`config.mk`:
```
export PLATFORM = sky130hd
export DESIGN_NAME = decimal_seven_segment_writer_core_flat
export DESIGN_NICKNAME = d
export VERILOG_FILES = /design/src/rtl/dssw_pkg.sv /design/src/rtl/dssw_if.sv /design/src/rtl/dssw_bcd.sv /design/src/rtl/dssw_seq.sv /design/src/rtl/decimal_seven_segment_writer_core.sv /design/src/flat_wrapper.sv
export SDC_FILE = /design/constraint.sdc
export NUM_CORES = 1
export LEC_CHECK = 0
export BUFFER_PORTS_ARGS = -buffer_cell sky130_fd_sc_hd__buf_2
export CAP_MARGIN = 15
export CORE_ASPECT_RATIO = 1.25
export CORE_MARGIN = 1.5
export CORE_UTILIZATION = 40
export DETAILED_ROUTE_END_ITERATION = 12
export HOLD_SLACK_MARGIN = 0.1
export PLACE_DENSITY_LB_ADDON = 0.12
export SYNTH_ARGS = -nofsm -noshare
export SYNTH_HDL_FRONTEND = slang
export SYNTH_SLANG_ARGS = --single-unit
```
`constraint.sdc`:
```
create_clock -name clk_i -period 3.5 [get_ports clk_i]
set_input_delay 0.525 -clock clk_i [delete_from_list [all_inputs] [get_ports clk_i]]
set_output_delay 0.525 -clock clk_i [all_outputs]
set_load 0.05 [all_outputs]
```
`src/rtl/dssw_pkg.sv`:
```
// Types, constants and helper functions of the decimal seven-segment writer.
package dssw_pkg;

  // Field widths.
  localparam int ValueW = 32;
  localparam int OpW    = 2;
  localparam int AddrW  = 4;
  localparam int DataW  = 8;
  localparam int ScanW  = 3;
  localparam int CfgIdxW = 2;

  // Number of display digits driven, units digit at the highest address.
  localparam int DigitCount = 8;

  // Decimal digits needed to hold any value of the input width.
  localparam int BcdDigits = 10;
  localparam int BcdW      = 4 * BcdDigits;
  localparam int CntW      = $clog2(ValueW + 1);

  // Set-up words sent ahead of the digits.
  localparam int SetupCount = 5;
  localparam int IdxW = 3;

  // Operation codes.
  localparam logic [OpW-1:0] OpBlank = 2'd0;
  localparam logic [OpW-1:0] OpPad   = 2'd1;
  localparam logic [OpW-1:0] OpDot   = 2'd2;

  // Configuration register indexes.
  localparam logic [CfgIdxW-1:0] CfgIntensity = 2'd0;
  localparam logic [CfgIdxW-1:0] CfgScan      = 2'd1;
  localparam logic [CfgIdxW-1:0] CfgDecode    = 2'd2;

  // Driver register addresses.
  localparam logic [AddrW-1:0] AddrDecode    = 4'd9;
  localparam logic [AddrW-1:0] AddrIntensity = 4'd10;
  localparam logic [AddrW-1:0] AddrScan      = 4'd11;
  localparam logic [AddrW-1:0] AddrShutdown  = 4'd12;
  localparam logic [AddrW-1:0] AddrTest      = 4'd15;

  // Data constants.
  localparam logic [DataW-1:0] DotBit          = 8'h80;
  localparam logic [DataW-1:0] TestOffData     = 8'h00;
  localparam logic [DataW-1:0] NormalOpData    = 8'h01;
  localparam logic [DataW-1:0] BlankData       = 8'h00;
  localparam logic [DataW-1:0] IntensityReset  = 8'h2a;
  localparam logic [ScanW-1:0] ScanReset       = 3'd7;
  localparam logic [DataW-1:0] DecodeReset     = 8'h00;

  // Sequencer states.
  typedef enum logic [1:0] {
    StIdle,
    StConv,
    StSetup,
    StDigits
  } seq_state_e;

  // Commands from the sequencer to the converter.
  typedef struct packed {
    logic start;
    logic pop;
  } bcd_ctrl_t;

  // Status from the converter to the sequencer.
  typedef struct packed {
    logic       done;
    logic [3:0] digit;
    logic       rest_zero;
  } bcd_stat_t;

  // Segment pattern of one decimal digit.
  function automatic logic [DataW-1:0] seg_code(input logic [3:0] digit);
    logic [DataW-1:0] code;
    unique case (digit)
      4'd0:    code = 8'h7E;
      4'd1:    code = 8'h30;
      4'd2:    code = 8'h6D;
      4'd3:    code = 8'h79;
      4'd4:    code = 8'h33;
      4'd5:    code = 8'h5B;
      4'd6:    code = 8'h5F;
      4'd7:    code = 8'h70;
      4'd8:    code = 8'h7F;
      4'd9:    code = 8'h7B;
      default: code = 8'h00;
    endcase
    return code;
  endfunction

endpackage

```
`src/rtl/dssw_if.sv`:
```
// Handshake channels of the seven-segment writer: input values and register writes.
interface dssw_in_if;
  import dssw_pkg::*;

  logic              valid;
  logic              ready;
  logic [ValueW-1:0] value;
  logic [OpW-1:0]    op;

  modport source (output valid, output value, output op, input ready);
  modport sink (input valid, input value, input op, output ready);
endinterface

interface dssw_out_if;
  import dssw_pkg::*;

  logic             valid;
  logic             ready;
  logic [AddrW-1:0] reg_addr;
  logic [DataW-1:0] reg_data;
  logic             last;

  modport source (output valid, output reg_addr, output reg_data, output last, input ready);
  modport sink (input valid, input reg_addr, input reg_data, input last, output ready);
endinterface

```
`src/rtl/dssw_bcd.sv`:
```
// Bit-serial binary to BCD converter with a digit shift-out port.
module dssw_bcd (
  input  logic                         clk_i,
  input  logic                         rst_ni,
  input  logic [dssw_pkg::ValueW-1:0]  value_i,
  input  dssw_pkg::bcd_ctrl_t          ctrl_i,
  output dssw_pkg::bcd_stat_t          stat_o
);
  import dssw_pkg::*;

  logic [ValueW-1:0] bin_q, bin_d;
  logic [BcdW-1:0]   bcd_q, bcd_d;
  logic [BcdW-1:0]   bcd_adj;
  logic [CntW-1:0]   cnt_q, cnt_d;

  // Add three to every digit of five or more ahead of the next shift.
  always_comb begin
    for (int i = 0; i < BcdDigits; i++) begin
      bcd_adj[4*i +: 4] = (bcd_q[4*i +: 4] >= 4'd5) ? bcd_q[4*i +: 4] + 4'd3
                                                    : bcd_q[4*i +: 4];
    end
  end

  // Load, one bit per cycle while converting, then one digit out per pop.
  always_comb begin
    bin_d = bin_q;
    bcd_d = bcd_q;
    cnt_d = cnt_q;
    if (ctrl_i.start) begin
      bin_d = value_i;
      bcd_d = '0;
      cnt_d = CntW'(ValueW);
    end else if (cnt_q != '0) begin
      bcd_d = {bcd_adj[BcdW-2:0], bin_q[ValueW-1]};
      bin_d = {bin_q[ValueW-2:0], 1'b0};
      cnt_d = cnt_q - 1'b1;
    end else if (ctrl_i.pop) begin
      bcd_d = {4'b0000, bcd_q[BcdW-1:4]};
    end
  end

  always_ff @(posedge clk_i or negedge rst_ni) begin
    if (!rst_ni) begin
      cnt_q <= '0;
    end else begin
      cnt_q <= cnt_d;
    end
  end

  always_ff @(posedge clk_i) begin
    bin_q <= bin_d;
    bcd_q <= bcd_d;
  end

  // The units digit sits at the bottom; the rest tells whether more digits follow.
  assign stat_o.done      = (cnt_q == '0);
  assign stat_o.digit     = bcd_q[3:0];
  assign stat_o.rest_zero = (bcd_q[BcdW-1:4] == '0);

endmodule

```
`src/rtl/dssw_seq.sv`:
```
// Write sequencer: set-up words, digit words, configuration and output register.
module dssw_seq (
  input  logic                          clk_i,
  input  logic                          rst_ni,
  input  logic                          cfg_we_i,
  input  logic [dssw_pkg::CfgIdxW-1:0]  cfg_idx_i,
  input  logic [dssw_pkg::DataW-1:0]    cfg_wdata_i,
  dssw_in_if.sink                       in_i,
  dssw_out_if.source                    out_o,
  output dssw_pkg::bcd_ctrl_t           bcd_ctrl_o,
  input  dssw_pkg::bcd_stat_t           bcd_stat_i
);
  import dssw_pkg::*;

  localparam logic [IdxW-1:0] SetupLast = IdxW'(SetupCount - 1);
  localparam logic [IdxW-1:0] DigitLast = IdxW'(DigitCount - 1);

  seq_state_e state_q, state_d;

  logic [DataW-1:0] intensity_q;
  logic [ScanW-1:0] scan_q;
  logic [DataW-1:0] decode_q;

  logic [IdxW-1:0]  idx_q, idx_d;
  logic             dotted_q, dotted_d;
  logic             pad_q, pad_d;
  logic             blank_q, blank_d;

  logic             out_valid_q, out_valid_d;
  logic [AddrW-1:0] addr_q, addr_d;
  logic [DataW-1:0] data_q, data_d;
  logic             last_q, last_d;

  logic             in_accept;
  logic             can_load;
  logic             load;

  assign in_accept = in_i.valid && in_i.ready;
  assign can_load  = !out_valid_q || out_o.ready;

  // Configuration registers.
  always_ff @(posedge clk_i or negedge rst_ni) begin
    if (!rst_ni) begin
      intensity_q <= IntensityReset;
      scan_q      <= ScanReset;
      decode_q    <= DecodeReset;
    end else if (cfg_we_i) begin
      unique case (cfg_idx_i)
        CfgIntensity: intensity_q <= cfg_wdata_i;
        CfgScan:      scan_q      <= cfg_wdata_i[ScanW-1:0];
        CfgDecode:    decode_q    <= cfg_wdata_i;
        default:      ;
      endcase
    end
  end

  // Next state.
  always_comb begin
    state_d = state_q;
    unique case (state_q)
      StIdle: begin
        if (in_accept) state_d = StConv;
      end
      StConv: begin
        if (bcd_stat_i.done) state_d = dotted_q ? StDigits : StSetup;
      end
      StSetup: begin
        if (can_load && idx_q == SetupLast) state_d = StDigits;
      end
      StDigits: begin
        if (can_load && idx_q == DigitLast) state_d = StIdle;
      end
      default: state_d = StIdle;
    endcase
  end

  // Outputs of the sequencer and the word to load.
  always_comb begin
    in_i.ready       = 1'b0;
    bcd_ctrl_o.start = 1'b0;
    bcd_ctrl_o.pop   = 1'b0;
    load             = 1'b0;
    idx_d            = idx_q;
    dotted_d         = dotted_q;
    pad_d            = pad_q;
    blank_d          = blank_q;
    addr_d           = addr_q;
    data_d           = data_q;
    last_d           = last_q;
    unique case (state_q)
      StIdle: begin
        in_i.ready = 1'b1;
        if (in_accept) begin
          bcd_ctrl_o.start = 1'b1;
          dotted_d         = in_i.op[1];
          pad_d            = (in_i.op == OpPad);
          blank_d          = 1'b0;
          idx_d            = '0;
        end
      end
      StConv: begin
        idx_d = '0;
      end
      StSetup: begin
        if (can_load) begin
          load   = 1'b1;
          last_d = 1'b0;
          idx_d  = (idx_q == SetupLast) ? '0 : idx_q + 1'b1;
          unique case (idx_q)
            3'd1: begin
              addr_d = AddrScan;
              data_d = {{(DataW-ScanW){1'b0}}, scan_q};
            end
            3'd2: begin
              addr_d = AddrDecode;
              data_d = decode_q;
            end
            3'd3: begin
              addr_d = AddrIntensity;
              data_d = intensity_q;
            end
            3'd4: begin
              addr_d = AddrShutdown;
              data_d = NormalOpData;
            end
            default: begin
              addr_d = AddrTest;
              data_d = TestOffData;
            end
          endcase
        end
      end
      StDigits: begin
        if (can_load) begin
          load           = 1'b1;
          bcd_ctrl_o.pop = 1'b1;
          addr_d         = AddrW'(DigitCount) - {{(AddrW-IdxW){1'b0}}, idx_q};
          data_d         = blank_q ? BlankData
                                   : (seg_code(bcd_stat_i.digit) | (dotted_q ? DotBit : '0));
          last_d         = (idx_q == DigitLast);
          blank_d        = blank_q || (bcd_stat_i.rest_zero && !pad_q);
          idx_d          = idx_q + 1'b1;
        end
      end
      default: ;
    endcase
  end

  // The output register holds a word until the sink takes it.
  always_comb begin
    if (load) begin
      out_valid_d = 1'b1;
    end else if (out_o.ready) begin
      out_valid_d = 1'b0;
    end else begin
      out_valid_d = out_valid_q;
    end
  end

  always_ff @(posedge clk_i or negedge rst_ni) begin
    if (!rst_ni) begin
      state_q     <= StIdle;
      idx_q       <= '0;
      out_valid_q <= 1'b0;
    end else begin
      state_q     <= state_d;
      idx_q       <= idx_d;
      out_valid_q <= out_valid_d;
    end
  end

  always_ff @(posedge clk_i) begin
    dotted_q <= dotted_d;
    pad_q    <= pad_d;
    blank_q  <= blank_d;
    addr_q   <= addr_d;
    data_q   <= data_d;
    last_q   <= last_d;
  end

  assign out_o.valid    = out_valid_q;
  assign out_o.reg_addr = addr_q;
  assign out_o.reg_data = data_q;
  assign out_o.last     = last_q;

endmodule

```
`src/rtl/decimal_seven_segment_writer_core.sv`:
```
// Top level of the decimal seven-segment writer.
// Each input word (value, op) becomes a run of register writes for an eight-digit
// seven-segment driver: five set-up writes for ops 0 and 1, then eight digit writes
// from address 8 (units) down to address 1, with last set on the final one. The value
// is converted to decimal by a bit-serial shift-and-add-three unit, one bit per cycle.
// The writes stall while the output sink holds ready low. The block takes one item at a
// time; ready returns high once the last write is in the output register. Configuration
// registers (0 intensity, 1 scan limit, 2 decode setting) are written through cfg_we_i;
// the user must write them only while idle, and the block itself does not enforce this.
module decimal_seven_segment_writer_core (
  input  logic                          clk_i,
  input  logic                          rst_ni,
  input  logic                          cfg_we_i,
  input  logic [dssw_pkg::CfgIdxW-1:0]  cfg_idx_i,
  input  logic [dssw_pkg::DataW-1:0]    cfg_wdata_i,
  dssw_in_if.sink                       in_i,
  dssw_out_if.source                    out_o
);
  import dssw_pkg::*;

  bcd_ctrl_t bcd_ctrl;
  bcd_stat_t bcd_stat;

  // Converter: binary value to decimal digits, shifted out units first.
  dssw_bcd u_bcd (
    .clk_i   (clk_i),
    .rst_ni  (rst_ni),
    .value_i (in_i.value),
    .ctrl_i  (bcd_ctrl),
    .stat_o  (bcd_stat)
  );

  // Sequencer: handshakes, set-up words, digit words.
  dssw_seq u_seq (
    .clk_i       (clk_i),
    .rst_ni      (rst_ni),
    .cfg_we_i    (cfg_we_i),
    .cfg_idx_i   (cfg_idx_i),
    .cfg_wdata_i (cfg_wdata_i),
    .in_i        (in_i),
    .out_o       (out_o),
    .bcd_ctrl_o  (bcd_ctrl),
    .bcd_stat_i  (bcd_stat)
  );

endmodule

```
`src/flat_wrapper.sv`:
```
// flat-port wrapper written by rule: the top's interface ports become plain ports
module decimal_seven_segment_writer_core_flat import dssw_pkg::*;
  (clk_i, rst_ni, cfg_we_i, cfg_idx_i, cfg_wdata_i, in_i_valid, in_i_value, in_i_op, in_i_ready, out_o_valid, out_o_reg_addr, out_o_reg_data, out_o_last, out_o_ready);
  dssw_in_if in_i_i ();
  dssw_out_if out_o_i ();
  input  logic clk_i;
  input  logic rst_ni;
  input  logic cfg_we_i;
  input  logic [dssw_pkg::CfgIdxW-1:0] cfg_idx_i;
  input  logic [dssw_pkg::DataW-1:0] cfg_wdata_i;
  input wire logic [$bits(in_i_i.valid)-1:0] in_i_valid;
  input wire logic [$bits(in_i_i.value)-1:0] in_i_value;
  input wire logic [$bits(in_i_i.op)-1:0] in_i_op;
  output wire logic [$bits(in_i_i.ready)-1:0] in_i_ready;
  output wire logic [$bits(out_o_i.valid)-1:0] out_o_valid;
  output wire logic [$bits(out_o_i.reg_addr)-1:0] out_o_reg_addr;
  output wire logic [$bits(out_o_i.reg_data)-1:0] out_o_reg_data;
  output wire logic [$bits(out_o_i.last)-1:0] out_o_last;
  input wire logic [$bits(out_o_i.ready)-1:0] out_o_ready;
  assign in_i_i.valid = in_i_valid;
  assign in_i_i.value = in_i_value;
  assign in_i_i.op = in_i_op;
  assign in_i_ready = in_i_i.ready;
  assign out_o_valid = out_o_i.valid;
  assign out_o_reg_addr = out_o_i.reg_addr;
  assign out_o_reg_data = out_o_i.reg_data;
  assign out_o_last = out_o_i.last;
  assign out_o_i.ready = out_o_ready;
  decimal_seven_segment_writer_core u_core (.clk_i(clk_i), .rst_ni(rst_ni), .cfg_we_i(cfg_we_i), .cfg_idx_i(cfg_idx_i), .cfg_wdata_i(cfg_wdata_i), .in_i(in_i_i), .out_o(out_o_i));
endmodule
```
==> impl_metrics.ini <==
[synth]
synth-seq-area-share = 0.469
ys_warn_count = 0
ys_seq_elements = 126
synthFlopType = edfxtp_1
syn-cell-area_sq_mm = 0.00675
yosys-top-cells-count = nand2_1 (134), edfxtp_1 (48), dfxtp_1 (47), ha_1 (47), a211oi_1 (46)
ys_types = 65
yosysMostFrequentCell = nand2_1
postSynthCellCount = 700
synth.area.top_cells = edfxtp_1 (21%), dfxtp_1 (14%), dfrtp_1 (9.3%), ha_1 (8.7%), nand2_1 (7.5%)
synth_edf_count = 48
yosysTopAreaCell = edfxtp_1
async_reset_ff_frac = 0.246
synth_top_area_frac = 0.214
avgSynthCellArea_sq_um = 9.64
syn_nets = 796

[timing]
fmax_ghz = 0.376
finalSetupViolCount = 0
fin_skew_ns = 0.00957
timing.setup.tns_ns = 0
rsz0062_at_grt = no
tightestPinTransition_ns = 0.819
post-route-min-period_ns = 2.66
min_period_over_period = 0.759
slew_headroom = 0.454
hold_slack_ns = 0.165
slew_viol_final = 0
hold_violations = 0

[floorplanning]
die_w_um = 119
die_area_sq_mm = 0.0177
core_area_sq_mm = 0.0163
rows = 52
pin_count = 64
die_h_um = 148
start_util = 0.413

[placed_design]
gp_congestion = 0.807
dpl.hpwl_mm = 10.8
portBuffers = 63

[setup_path]
crit_type = flip-flop to flip-flop
rr_worst_depth = 10
reg2reg_from = u_core.u_bcd.cnt_q[0]
end_kind = flip-flop
crit_arrival_ns = 2.99
cp.required_ns = 3.84
start_kind = flip-flop
crit_fanout = 44
r2r_slack_ns = 0.84

[clocking]
cts-resized-gates = 0
cts.path.max_buffers = 2
cts_hold_buf = 0
cts_tree = done
ctsHtreeMaxLevel = 4
cts.sinks = 126
cts_buffers = 17
insertion_delay_ns = 0.42
clk_pin_slew_ns = 0.06
post_cts_buffers = 0
clock-root-buffer = clkbuf_16

[status]
outcome = finished clean

[cells_and_area]
n_antenna_cell = 0
post-route-util = 0.482
nets = 856
syn_to_final_growth_pct = 16.6
drive_gt1_frac = 0.182

[global_routing]
antenna_found_initial = 0
grt_start_max_net_pins = 76
grt_overflow_total = 0
grt_pass1_vias = 5196
grt_pass1_wl_mm = 25.7
grtUsageTotal = 0.184

[detailed_routing]
drc = 0
drt_wl_total_mm = 15.7
via_per_inst = 5.37
wl_per_cell_um = 15.8
dr_wl_met2_mm = 8.14
met1_length_mm = 6.74
top_layer = met4
route.met3.wl_um = 533
drt_iter0_markers = 325
num_vias = 5306
first_pass_iters = 5
drtAntennaViolNets = 0

[pwr]
power_density_mw_per_mm2 = 440
peakVddDrop_mv = 0.318
power_mw = 3.46
leakage_nw = 3.32

[run]
maxCapViolCount = 0

[hold_path]
hold_path.class = input pin to async pin
[where the power goes]
part	switching (mW)	internal [mW]	leakage (nW)	total, mW
sequential	0.0210	1.57	1.29	1.59
combinational	0.0322	0.0531	1.74	0.0853
clock	0.674	1.11	0.296	1.79
total	0.727	2.73	3.32	3.46
[worst max-delay path, stage by stage (launching register included)]
cell and delay, ns:
dfrtp_1 0.39, inv_1 0.11, ha_1 0.21, nor3b_4 0.30
and2_1 0.20, buf_4 0.43, a211oi_1 0.22, ha_1 0.25
nor2_1 0.13, o211ai_1 0.10, a41oi_1 0.24
[metrics by stage]
step           std cells  area [sq um]  worst slack, ns
3_5_place_dp         957          7260            0.833
4_1_cts              989          7870            0.822
3_3_place_gp         957          7260            0.973
2_1_floorplan        700          6750            0.692
6_report             989          7870            0.842
5_1_grt              989          7870            0.578
[final cells by class]
type                            count  area, sq um
Sequential cell                   126         3170
Timing Repair Buffer               71          375
Multi-Input combinational cell    510         3320
Clock buffer                       20          468
Clock inverter                     12          134
Fill cell                        1570         8460
Tap cell                          216          270
Inverter                           34          130
[sequential cells by signal (all words and copies together), names as in the netlist, 2 cells and up, named ones only]
name	flops
u_core.u_bcd.bin_q	32
u_core.u_seq.scan_q	3
u_core.u_seq.state_q	2
u_core.u_seq.out_o.reg_data	8
u_core.u_seq.intensity_q	8
u_core.u_seq.decode_q	8
u_core.u_bcd.cnt_q	6
u_core.u_bcd.bcd_q	40
u_core.u_seq.out_o.reg_addr	4
u_core.u_seq.idx_q	3
[how the worst max path moves through the flow]
| stage | slack (ns) | depth (start not counted) | from | to |
|---|---|---|---|---|
| global route | 0.58 | 10 | u_core.u_bcd.cnt_q[0] | flip-flop |
| global placement | 0.97 | 10 | u_core.u_bcd.cnt_q[0] | flip-flop |
| floorplan | 0.69 | 6 | u_core.u_seq.state_q[0] | u_core.u_bcd.bin_q[0] |
| finish | 0.84 | 10 | u_core.u_bcd.cnt_q[0] | flip-flop |
| detailed placement | 0.83 | 10 | u_core.u_bcd.cnt_q[0] | flip-flop |
| CTS | 0.82 | 10 | u_core.u_bcd.cnt_q[0] | flip-flop |
[metal layers]
layer  GRT usage  vias to the layer above
li1            -                     2647
met1       0.217                     2543
met2       0.327                       96
met3      0.0387                       20
met4      0.0705                        0
met5           0                        -
[placed cells by master, fill, tap and decap left out, types with 6 or more instances in the layout]
| master | count |
|---|---|
| nand2_1 | 134 |
| buf_2 | 63 |
| edfxtp_1 | 48 |
| ha_1 | 47 |
| dfxtp_1 | 47 |
| a211oi_1 | 46 |
| nor2_1 | 44 |
| a21oi_1 | 39 |
| o21ai_0 | 33 |
| inv_1 | 31 |
| dfrtp_1 | 25 |
| mux2_2 | 20 |
| clkbuf_16 | 18 |
| nor3_1 | 14 |
| xnor2_1 | 13 |
| nand2b_1 | 12 |
| nor3b_1 | 9 |
| nand3_1 | 8 |
| a32oi_1 | 8 |
| a311oi_1 | 8 |
| buf_4 | 8 |
| a22oi_1 | 6 |
| nor2b_1 | 6 |
| nor4_1 | 6 |
| dfstp_2 | 6 |
[cells by family (layout without fill, tap and decap cells)]
kind of cell             after synthesis  after routing  synth area share
AND/OR/NAND/NOR                      254            254             0.173
AO/OA/AOI/OAI                        175            175             0.180
flip-flops                           126            126             0.469
multiplexers                          21             21            0.0349
buffers and inverters                 64            137            0.0388
XOR/XNOR                              13             13            0.0169
adder cells (fa/ha/maj)               47             47            0.0871
Power figures use the tool's default switching activity.
